## src/hw/rtl/brl_pkg.sv

```systemverilog
// Shared types, constants and helper functions for the button remap learner.
// No dependencies; used by brl_step and button_remap_learner_unit.
package brl_pkg;

    // Pad layout
    localparam int PAD_COUNT    = 13;
    localparam int ACTION_BASE  = 4;
    localparam int ACTION_COUNT = 6;
    localparam int B_DOWN       = 1;
    localparam int B_H1         = 4;
    localparam int B_H2         = 5;
    localparam int B_H3         = 6;
    localparam int B_START      = 10;
    localparam int B_SELECT     = 11;

    // Field widths
    localparam int BUTTON_W  = 16;
    localparam int TIME_W    = 32;
    localparam int PERIOD_W  = 16;
    localparam int TOGGLE_W  = 8;
    localparam int MAP_W     = 4;
    localparam int POS_W     = 3;
    localparam int IN_DATA_W  = 48;
    localparam int OUT_DATA_W = 24;

    // Configuration register indexes
    localparam int CFG_IDX_W = 2;
    localparam logic [CFG_IDX_W-1:0] CFG_SLOW_PERIOD  = 2'd0;
    localparam logic [CFG_IDX_W-1:0] CFG_FAST_PERIOD  = 2'd1;
    localparam logic [CFG_IDX_W-1:0] CFG_FAST_TOGGLES = 2'd2;

    // Configuration reset values
    localparam logic [PERIOD_W-1:0] SLOW_PERIOD_RST  = 16'd300;
    localparam logic [PERIOD_W-1:0] FAST_PERIOD_RST  = 16'd100;
    localparam logic [TOGGLE_W-1:0] FAST_TOGGLES_RST = 8'd12;

    typedef logic [ACTION_COUNT-1:0][MAP_W-1:0] map_t;

    typedef struct packed {
        map_t                      button_map;
        logic [ACTION_COUNT-1:0]   used_marks;
        logic [POS_W-1:0]          learn_position;
        logic                      learning_flag;
        logic                      waiting_release;
        logic                      slow_level;
        logic [TIME_W-1:0]         slow_mark;
        logic                      fast_on;
        logic                      fast_level;
        logic [TOGGLE_W-1:0]       fast_count;
        logic [TIME_W-1:0]         fast_mark;
        logic                      chord_latched;
    } brl_state_t;

    typedef struct packed {
        logic [PERIOD_W-1:0] slow_period;
        logic [PERIOD_W-1:0] fast_period;
        logic [TOGGLE_W-1:0] fast_toggles;
    } brl_cfg_t;

    typedef struct packed {
        logic [BUTTON_W-1:0] logical_buttons;
        logic                learning_active;
        logic [POS_W-1:0]    learning_index;
        logic                reset_feedback_active;
    } brl_result_t;

    // Each action slot mapped to its own physical button
    function automatic map_t identity_map();
        map_t m;
        for (int k = 0; k < ACTION_COUNT; k++)
        begin
            m[k] = MAP_W'(ACTION_BASE + k);
        end
        return m;
    endfunction

    // Learner state after reset: identity map, everything else cleared
    function automatic brl_state_t reset_state();
        brl_state_t s;
        s            = '0;
        s.button_map = identity_map();
        return s;
    endfunction

    // Output slot learned at each step: B1,B2,B4,B5,B3,B6
    function automatic logic [POS_W-1:0] learn_order(input logic [POS_W-1:0] pos);
        logic [POS_W-1:0] slot;
        unique case (pos)
            3'd0:    slot = 3'd0;
            3'd1:    slot = 3'd1;
            3'd2:    slot = 3'd3;
            3'd3:    slot = 3'd4;
            3'd4:    slot = 3'd2;
            default: slot = 3'd5;
        endcase
        return slot;
    endfunction

endpackage

```

## src/hw/rtl/button_remap_learner_unit.sv

```systemverilog
// An accepted scan's result is registered and shows on m_axis in the next cycle.
// Throughput: one scan per cycle; s_axis_tready drops only while a result
// waits in the output register and m_axis_tready is low.
// Reset (rst_n low, asynchronous): identity map, learning and blink idle,
// blink periods 300 ms / 100 ms, 12 fast toggles, no result pending.
// Top level of the button remap learner; depends on brl_pkg and brl_step.
module button_remap_learner_unit
(
    input  logic                                 clk,
    input  logic                                 rst_n,
    // [15:0] raw_buttons, [47:16] now_ms
    input  logic                                 s_axis_tvalid,
    output logic                                 s_axis_tready,
    input  logic [brl_pkg::IN_DATA_W-1:0]        s_axis_tdata,
    // [15:0] logical_buttons, [16] learning_active, [19:17] learning_index,
    // [20] reset_feedback_active, [23:21] zero
    output logic                                 m_axis_tvalid,
    input  logic                                 m_axis_tready,
    output logic [brl_pkg::OUT_DATA_W-1:0]       m_axis_tdata,
    // Configuration writes
    input  logic                                 cfg_valid,
    output logic                                 cfg_ready,
    input  logic [brl_pkg::CFG_IDX_W-1:0]        cfg_index,
    input  logic [brl_pkg::PERIOD_W-1:0]         cfg_data
);

    brl_pkg::brl_state_t  state_reg;
    brl_pkg::brl_state_t  state_next;
    brl_pkg::brl_cfg_t    cfg_reg;
    brl_pkg::brl_result_t result;
    brl_pkg::brl_result_t out_data_reg;
    logic                 out_valid_reg;
    logic                 in_accept;

    assign cfg_ready     = 1'b1;
    assign s_axis_tready = !out_valid_reg || m_axis_tready;
    assign in_accept     = s_axis_tvalid && s_axis_tready;

    // Per-scan logic
    brl_step u_step
    (
        .state       (state_reg),
        .cfg         (cfg_reg),
        .raw_buttons (s_axis_tdata[15:0]),
        .now_ms      (s_axis_tdata[47:16]),
        .state_next  (state_next),
        .result      (result)
    );

    // Configuration registers
    always_ff @(posedge clk or negedge rst_n)
    begin
        if (!rst_n)
        begin
            cfg_reg.slow_period  <= brl_pkg::SLOW_PERIOD_RST;
            cfg_reg.fast_period  <= brl_pkg::FAST_PERIOD_RST;
            cfg_reg.fast_toggles <= brl_pkg::FAST_TOGGLES_RST;
        end
        else if (cfg_valid && cfg_ready)
        begin
            unique case (cfg_index)
                brl_pkg::CFG_SLOW_PERIOD:  cfg_reg.slow_period  <= cfg_data;
                brl_pkg::CFG_FAST_PERIOD:  cfg_reg.fast_period  <= cfg_data;
                brl_pkg::CFG_FAST_TOGGLES: cfg_reg.fast_toggles <= cfg_data[7:0];
                default:                   ;
            endcase
        end
    end

    // Learner state, advanced once per accepted item
    always_ff @(posedge clk or negedge rst_n)
    begin
        if (!rst_n)
        begin
            state_reg <= brl_pkg::reset_state();
        end
        else if (in_accept)
        begin
            state_reg <= state_next;
        end
    end

    // Output valid
    always_ff @(posedge clk or negedge rst_n)
    begin
        if (!rst_n)
        begin
            out_valid_reg <= 1'b0;
        end
        else if (in_accept)
        begin
            out_valid_reg <= 1'b1;
        end
        else if (m_axis_tready)
        begin
            out_valid_reg <= 1'b0;
        end
    end

    // Output payload
    always_ff @(posedge clk)
    begin
        if (in_accept)
        begin
            out_data_reg <= result;
        end
    end

    assign m_axis_tvalid = out_valid_reg;
    assign m_axis_tdata  = {3'b000, out_data_reg.reset_feedback_active,
                            out_data_reg.learning_index, out_data_reg.learning_active,
                            out_data_reg.logical_buttons};

    // Checks
    a_no_accept_when_stalled: assert property (@(posedge clk) disable iff (!rst_n)
        (m_axis_tvalid && !m_axis_tready) |-> !s_axis_tready)
        else $error("item accepted while result stalled");

    a_modes_exclusive: assert property (@(posedge clk) disable iff (!rst_n)
        m_axis_tvalid |-> !(m_axis_tdata[16] && m_axis_tdata[20]))
        else $error("learning and restore feedback both active");

    a_position_range: assert property (@(posedge clk) disable iff (!rst_n)
        state_reg.learn_position <= 3'd6)
        else $error("learn position out of range");

    a_high_bits_zero: assert property (@(posedge clk) disable iff (!rst_n)
        m_axis_tvalid |-> (m_axis_tdata[15:13] == 3'b000))
        else $error("unused logical bits set");

endmodule

```

## src/hw/rtl/brl_step.sv

```systemverilog
// Next-state and result logic for one button scan.
// Depends on brl_pkg.
module brl_step
(
    input  brl_pkg::brl_state_t               state,
    input  brl_pkg::brl_cfg_t                 cfg,
    input  logic [brl_pkg::BUTTON_W-1:0]      raw_buttons,
    input  logic [brl_pkg::TIME_W-1:0]        now_ms,
    output brl_pkg::brl_state_t               state_next,
    output brl_pkg::brl_result_t              result
);

    always_comb
    begin
        logic [brl_pkg::PAD_COUNT-1:0] raw;
        logic [brl_pkg::BUTTON_W-1:0]  raw_wide;
        logic                          base;
        logic                          restore;
        logic                          learn_chord;
        logic                          released;
        logic [brl_pkg::TIME_W-1:0]    slow_diff;
        logic [brl_pkg::TIME_W-1:0]    fast_diff;
        logic                          found;
        logic [brl_pkg::POS_W-1:0]     found_idx;
        logic [brl_pkg::POS_W-1:0]     pos_inc;
        logic [brl_pkg::BUTTON_W-1:0]  logical;
        brl_pkg::brl_state_t           nxt;

        raw      = raw_buttons[brl_pkg::PAD_COUNT-1:0];
        raw_wide = brl_pkg::BUTTON_W'(raw);
        nxt      = state;

        base = raw[brl_pkg::B_START] & raw[brl_pkg::B_SELECT] &
               raw[brl_pkg::B_H1] & raw[brl_pkg::B_H2] & raw[brl_pkg::B_H3];
        restore     = base & raw[brl_pkg::B_DOWN];
        learn_chord = base & ~raw[brl_pkg::B_DOWN];
        released = ~(raw[brl_pkg::B_START] | raw[brl_pkg::B_SELECT] |
                     raw[brl_pkg::B_H1] | raw[brl_pkg::B_H2] | raw[brl_pkg::B_H3]);

        // First pressed, still unused action button, lowest index wins
        found     = 1'b0;
        found_idx = '0;
        for (int k = brl_pkg::ACTION_COUNT - 1; k >= 0; k--)
        begin
            if (raw[brl_pkg::ACTION_BASE + k] && !state.used_marks[k])
            begin
                found     = 1'b1;
                found_idx = brl_pkg::POS_W'(k);
            end
        end

        slow_diff = now_ms - state.slow_mark;
        pos_inc   = state.learn_position + 3'd1;

        if (state.learning_flag)
        begin
            // Slow START blink while learning
            if (slow_diff >= brl_pkg::TIME_W'(cfg.slow_period))
            begin
                nxt.slow_mark  = now_ms;
                nxt.slow_level = ~state.slow_level;
            end
            if (state.waiting_release)
            begin
                if (released)
                begin
                    nxt.waiting_release = 1'b0;
                end
            end
            else if (found)
            begin
                if (state.learn_position < brl_pkg::POS_W'(brl_pkg::ACTION_COUNT))
                begin
                    nxt.button_map[brl_pkg::learn_order(state.learn_position)] =
                        brl_pkg::MAP_W'(brl_pkg::ACTION_BASE) + brl_pkg::MAP_W'(found_idx);
                end
                nxt.used_marks[found_idx] = 1'b1;
                nxt.learn_position        = pos_inc;
                if (pos_inc >= brl_pkg::POS_W'(brl_pkg::ACTION_COUNT))
                begin
                    nxt.learning_flag   = 1'b0;
                    nxt.slow_level      = 1'b0;
                    nxt.waiting_release = 1'b0;
                end
            end
        end
        else
        begin
            // Chord detection, acting once per press
            if (!restore && !learn_chord)
            begin
                nxt.chord_latched = 1'b0;
            end
            else if (!state.chord_latched)
            begin
                nxt.chord_latched = 1'b1;
                if (restore)
                begin
                    nxt.button_map      = brl_pkg::identity_map();
                    nxt.learning_flag   = 1'b0;
                    nxt.learn_position  = '0;
                    nxt.waiting_release = 1'b0;
                    nxt.slow_level      = 1'b0;
                    nxt.fast_on         = 1'b1;
                    nxt.fast_level      = 1'b0;
                    nxt.fast_count      = '0;
                    nxt.fast_mark       = now_ms;
                end
                else
                begin
                    nxt.learning_flag   = 1'b1;
                    nxt.learn_position  = '0;
                    nxt.waiting_release = 1'b1;
                    nxt.slow_mark       = now_ms;
                    nxt.slow_level      = 1'b0;
                    nxt.fast_on         = 1'b0;
                    nxt.fast_level      = 1'b0;
                    nxt.used_marks      = '0;
                end
            end
        end

        // Fast START blink after a restore, on the updated mark
        fast_diff = now_ms - nxt.fast_mark;
        if (nxt.fast_on && (fast_diff >= brl_pkg::TIME_W'(cfg.fast_period)))
        begin
            nxt.fast_mark  = now_ms;
            nxt.fast_level = ~nxt.fast_level;
            nxt.fast_count = nxt.fast_count + 8'd1;
            if (nxt.fast_count >= cfg.fast_toggles)
            begin
                nxt.fast_on    = 1'b0;
                nxt.fast_level = 1'b0;
            end
        end

        // Logical vector through the updated map
        logical = raw_wide;
        for (int k = 0; k < brl_pkg::ACTION_COUNT; k++)
        begin
            logical[brl_pkg::ACTION_BASE + k] = raw_wide[nxt.button_map[k]];
        end
        if (nxt.learning_flag)
        begin
            logical[brl_pkg::B_START] = nxt.slow_level;
        end
        else if (nxt.fast_on)
        begin
            logical[brl_pkg::B_START] = nxt.fast_level;
        end

        state_next                   = nxt;
        result.logical_buttons       = logical;
        result.learning_active       = nxt.learning_flag;
        result.learning_index        = nxt.learn_position;
        result.reset_feedback_active = nxt.fast_on;
    end

endmodule

```

## config.mk

```make
export PLATFORM = sky130hd
export DESIGN_NAME = button_remap_learner_unit
export DESIGN_NICKNAME = d
export VERILOG_FILES = /design/src/hw/rtl/brl_pkg.sv /design/src/hw/rtl/button_remap_learner_unit.sv /design/src/hw/rtl/brl_step.sv
export SDC_FILE = /design/constraint.sdc
export NUM_CORES = 1
export LEC_CHECK = 0
export CORE_MARGIN = 2
export CORE_UTILIZATION = 59
export DETAILED_ROUTE_END_ITERATION = 8
export DONT_BUFFER_PORTS = 1
export PLACE_DENSITY = 0.8
export SKIP_CTS_REPAIR_TIMING = 1
export SYNTH_ARGS = -nofsm -noshare
export SYNTH_HDL_FRONTEND = slang
export SYNTH_SLANG_ARGS = --single-unit
```

## constraint.sdc

```tcl
create_clock -name clk -period 6.1 [get_ports clk]
set_clock_uncertainty 0.1 [all_clocks]
set_input_delay 1.22 -clock clk [delete_from_list [all_inputs] [get_ports clk]]
set_output_delay 1.22 -clock clk [all_outputs]
set_load 0.02 [all_outputs]
```

# == After elaboration in Yosys (flattened, before gate mapping) ==
# Index checks and enable logic that the tools add are counted.
# op_classes
add_sub_neg,5
reduce_logical,31
n_mux,59
n_lt_le_gt_ge,15
bitwise_logic,15
n_eq_ne,12
# ops
cell,n
$mux W111,1
$mux W110,1
$mux W68,1
$ge A32 B16 Y1,2
$sub A32 B32 Y32,2
$mux W24,2
$mux W43,1
$mux W42,1
$mux W40,1
$mux W3,12
$mux W36,1
$mux W34,1
$mux W33,1
$mux W32,1
$lt A4 B5 Y1 const B,6
$bmux W1 S4,6
$bwmux W24,1
$mux W1,21
$pmux W3 S5,1
$demux W4 S3,1
$logic_and A1 B1 Y1,11
$logic_not A1 Y1,9
$add A8 B1 Y8 const B,1
$ge A8 B8 Y1,1
other kinds (29),51
# word_totals
reg_bits,170
in_bits,71

# == Logic depth before layout (Yosys ltp) ==
# logic_depth
depth_word,22
depth_mapped,29

# == By module ==
# From an unflattened synthesis, not the netlist that was laid out.
# unflattened
cells_unflattened,1595
area_unflattened_um2,15259.6
# modules_own_cells
module,area_each_um2,seq_area_each_um2,cells_per_inst,n_inst
brl_step,8490.6,0.0,1244,1
button_remap_learner_unit,6769.0,4459.3,351,1

# == Worst setup path before layout ==
# No wires, ideal clock.
# synth_timing
path_type,input-to-reg
from,input s_axis_tdata[11] (netlist bit)
to,register state_reg[1] (netlist bit)
t_arrival_ps,7122
path_stages,29
path_slack_ps,-1248
cell_sequence,buf_2 > nand4b_1 > nor2_1 > buf_2 > clkbuf_1 > clkbuf_1 > mux2i_1 > ha_1 > and4_1 > nand2_1 > o32a_1 > o211a_2 > o21ai_0 > a31oi_1 > xnor2_1 > ha_1 > a21o_1 > a21o_1 > a21oi_1 > o21a_1 > nand4_1 > nor4_1 > o2111a_2 > nand4_4 > and2_4 > buf_6 > o21ai_4 > buf_12 > mux2_4
# synth_via
elab_chain_len,13
word_cells_on_any_way,18
# synth_lines
item,line_no,source
"start, declared",button_remap_learner_unit.sv:14,"input logic [brl_pkg::IN_DATA_W-1:0] s_axis_tdata,"
$and A1 B1 Y1 (*) (2 in a row),brl_step.sv:33,base = raw[brl_pkg::B_START] & raw[brl_pkg::B_SELECT] &
$and A1 B1 Y1 (*) (2 in a row),brl_step.sv:34,raw[brl_pkg::B_H1] & raw[brl_pkg::B_H2] & raw[brl_pkg::B_H3];
"$and A1 B1 Y1, on equally long branches","brl_step.sv:35, brl_step.sv:36",
$mux W40 / $logic_not A1 Y1 (equally long branches),"brl_step.sv:97, brl_step.sv:90",
$mux W111 / $logic_and A1 B1 Y1 (equally long branches),"brl_step.sv:94, brl_step.sv:90",
$mux W110 (*),brl_step.sv:90,if (!restore && !learn_chord)
$mux W43 (*),brl_step.sv:55,if (state.learning_flag)
$sub A32 B32 Y32,brl_step.sv:124,fast_diff = now_ms - nxt.fast_mark;
$ge A32 B16 Y1,brl_step.sv:125,if (nxt.fast_on && (fast_diff >= brl_pkg::TIME_W'(cfg.fast_period)))
$logic_and A1 B1 Y1,brl_step.sv:125,
$mux W42 (*),brl_step.sv:125,
"end signal, assigned",button_remap_learner_unit.sv:75,state_reg <= brl_pkg::reset_state();
"end signal, assigned",button_remap_learner_unit.sv:79,state_reg <= state_next;
"end, declared",button_remap_learner_unit.sv:27,brl_pkg::brl_state_t state_reg;
# Mark *: on every way between the ends. The rest lies on a longest branch, timed or not. The select of a mux whose other input is x is not followed.
# A chain may end at the register's enable or synchronous reset.

# == Worst setup path in the final report ==
# layout_timing
from,input s_axis_tdata[11] (netlist bit)
to,register state_reg[24] (netlist bit)
# Same word-level chain as after synthesis.

==> reports/results.ini <==
[run_status]
outcome=complete, no violations

[placed_design]
gp_congestion=0.945
io_buffers=0
hpwlAfterDp_mm=28.1

[clock_tree]
cts_tree=yes
cts_made_buffers=17
h-tree-depth=4
cts.sinks=170
clock-root-buffer=clkbuf_16
clkTransAtPathRegs_ns=0.07
clk_latency_ns=0.44
cts_buffer_depth=2

[grt]
overflow=0
grt_pass1_wl_mm=64.3
grt_max_degree=153
antenna_found_initial=0
grt_use_total_pct=30.6
grt_pass1_vias=12900

[floorplanning]
dieArea_mm2=0.0256
core_area_mm2=0.0241
die_h_um=160
num_rows=57
die_w_um=160
start_util_pct=59.6
num_io_pins=98

[yosys]
ys_seq_area_share_pct=30.4
synth_ff_type=dfrtp_1
syn_avg_cell_area_um2=8.69
synth_top_family_by_area=compound AO/OA/AOI/OAI gates
synth_simple_gate_area_share_pct=16.7
syn_inst=1654
synth-compound-area-share_pct=20.5
ys_types=84
synth_xor_area_share_pct=2.74
async_flop_share_pct=89.4
netlist_area_mm2=0.0144
synthMuxAreaShare_pct=14.6
yosys.area_share.adder_pct=9.44
ys_ff_latch=170
synth_edf_count=18
yosys_warnings=0

[routing]
route.detailed.drc=0
routed_via_density=6.37
drtAntennaViolNets=0
wl_per_cell_um=19.4
totalWireLength_mm=39.5
vias=13000
dr.pass1.iters=7
drt_iter0_drc=1200

[layout]
nFillCells=1990
final_nets=1874
fin_util_pct=66.0
drive_above_1_share_pct=16.4
diodes=0
largest_reg_flops=111
final_common_cell=nand2_1
layout.cells.most_common_list=nand2_1 (192), dfrtp_1 (132), a21oi_1 (115)
syn_to_final_growth_pct=10.7

[min_path]
hp-class=in -> async

[power_and_ir_drop]
fin_total_pwr_w=0.00736
p_leak_nw=7.01
ir_worst_vdd_mv=0.234
p_per_area_mw_per_mm2=462

[critical_path]
worst-setup-path-type=in -> reg
crit_fanout=11
crit_path_start=s_axis_tdata[11]
crit_path_end_kind=flip-flop
start_kind=input port
worst-endpoint-arrival_ns=6.15
r2r_start=state_reg[77]
worstPathRequired_ns=6.32

[job]
maxCapViolCount=0

[sta]
fin_crit_sh_pct=97.2
slew-limit-headroom_pct=29.9
period_minus_slack_ns=5.93
hold_violations=0
fmax_ghz=0.169
tightest_slew_ns=1.02
setup_violations=0
slew_viol_final=0

-- path summary, 6_finish.rpt --
kind | slack, ns | cells after the start | end
min in group clk | 0.37 | 2 | state_reg[89]
worst min-delay path | 0.37 | 0 | cfg_reg[4]
worst min register to register | 0.37 | 2 | state_reg[89]
worst max register to register | 0.44 | 25 | state_reg[24]
worst max-delay path | 0.17 | 25 | state_reg[24]
max in group asynchronous | 5.28 | 0 | state_reg[106]
-- routing by layer --
metal / wire, um / GRT usage [%]
met1: 16600 / 38.6
met2: 19100 / 52.4
met3: 2380 / 4.62
met4: 1430 / 13.1
met5: 0 / 0
-- power by group --
part	switching (W)	internal (W)
clock network	0.000509	0.000618
registers	0.000213	0.00152
logic	0.00245	0.00204
-- logic make-up after synthesis --
| kind of cell | after synthesis |
|---|---|
| and+or+nand+nor | 503 |
| AOI/OAI and AO/OA | 452 |
| buffers and inverters | 188 |
| muxes | 186 |
| DFF | 170 |
| adders and majority gates | 108 |
| xor gates and xnor gates | 45 |
| other | 2 |
-- cell usage after synthesis (22+ instances only) --
| cell type | instances | area [um^2] |
|---|---|---|
| xnor2_1 | 26 | 228 |
| nor2_1 | 96 | 360 |
| a211oi_1 | 24 | 180 |
| nor2b_1 | 22 | 138 |
| mux2_4 | 26 | 390 |
| clkbuf_1 | 58 | 218 |
| a21oi_1 | 117 | 586 |
| dfrtp_1 | 132 | 3300 |
| mux2i_1 | 88 | 881 |
| a21o_1 | 38 | 285 |
| inv_1 | 105 | 394 |
| nand2_1 | 193 | 724 |
| nand3_1 | 50 | 250 |
| o221ai_1 | 31 | 272 |
| mux2_2 | 69 | 777 |
| nor3_1 | 30 | 150 |
| o21ai_0 | 103 | 515 |
| ha_1 | 106 | 1330 |
-- critical path, cell delays in order --
cell and delay (ns):
nand4b_1 0.18, nor2_4 0.29, mux2i_1 0.12, ha_1 0.33, and4_1 0.25, nand2_2 0.08
o32a_1 0.33, o211a_4 0.16, o21ai_4 0.14, a31oi_2 0.11, xnor2_1 0.21, ha_1 0.29
a21o_1 0.19, a21o_1 0.19, a21oi_2 0.15, o21a_1 0.15, nand4_1 0.12, nor4_1 0.20
o2111a_2 0.29, nand4_4 0.12, and2_4 0.21, o21ai_4 0.14, buf_12 0.15, buf_6 0.18
mux2_4 0.32
-- layout make-up --
cell class / instances / area, um^2 / share of cell area, %
timing repair buffer: 100 / 822 / 5.17
multi-input combinational: 1301 / 9320 / 58.6
inverter: 106 / 398 / 2.50
clock inverter: 13 / 158 / 0.991
tap: 324 / 405 / 2.55
sequential: 170 / 4370 / 27.5
clock buffer: 19 / 433 / 2.72
-- metrics by stage --
step | cells | TNS, ns | instance area [um^2] | worst slack, ns | hold WS (ns)
after floorplan | 1659 | -15.29 | 14500 | -0.468 | 0.346
after global placement | 1997 | -13.33 | 15200 | -0.327 | 0.354
after detailed placement | 1997 | -15.46 | 15200 | -0.342 | 0.357
after CTS | 2029 | 0 | 15800 | 0.0873 | 0.369
after global routing | 2033 | -0.0303 | 15900 | -0.0206 | 0.348
final | 2033 | 0 | 15900 | 0.168 | 0.371
No activity file was read; power rests on OpenSTA's default activity.
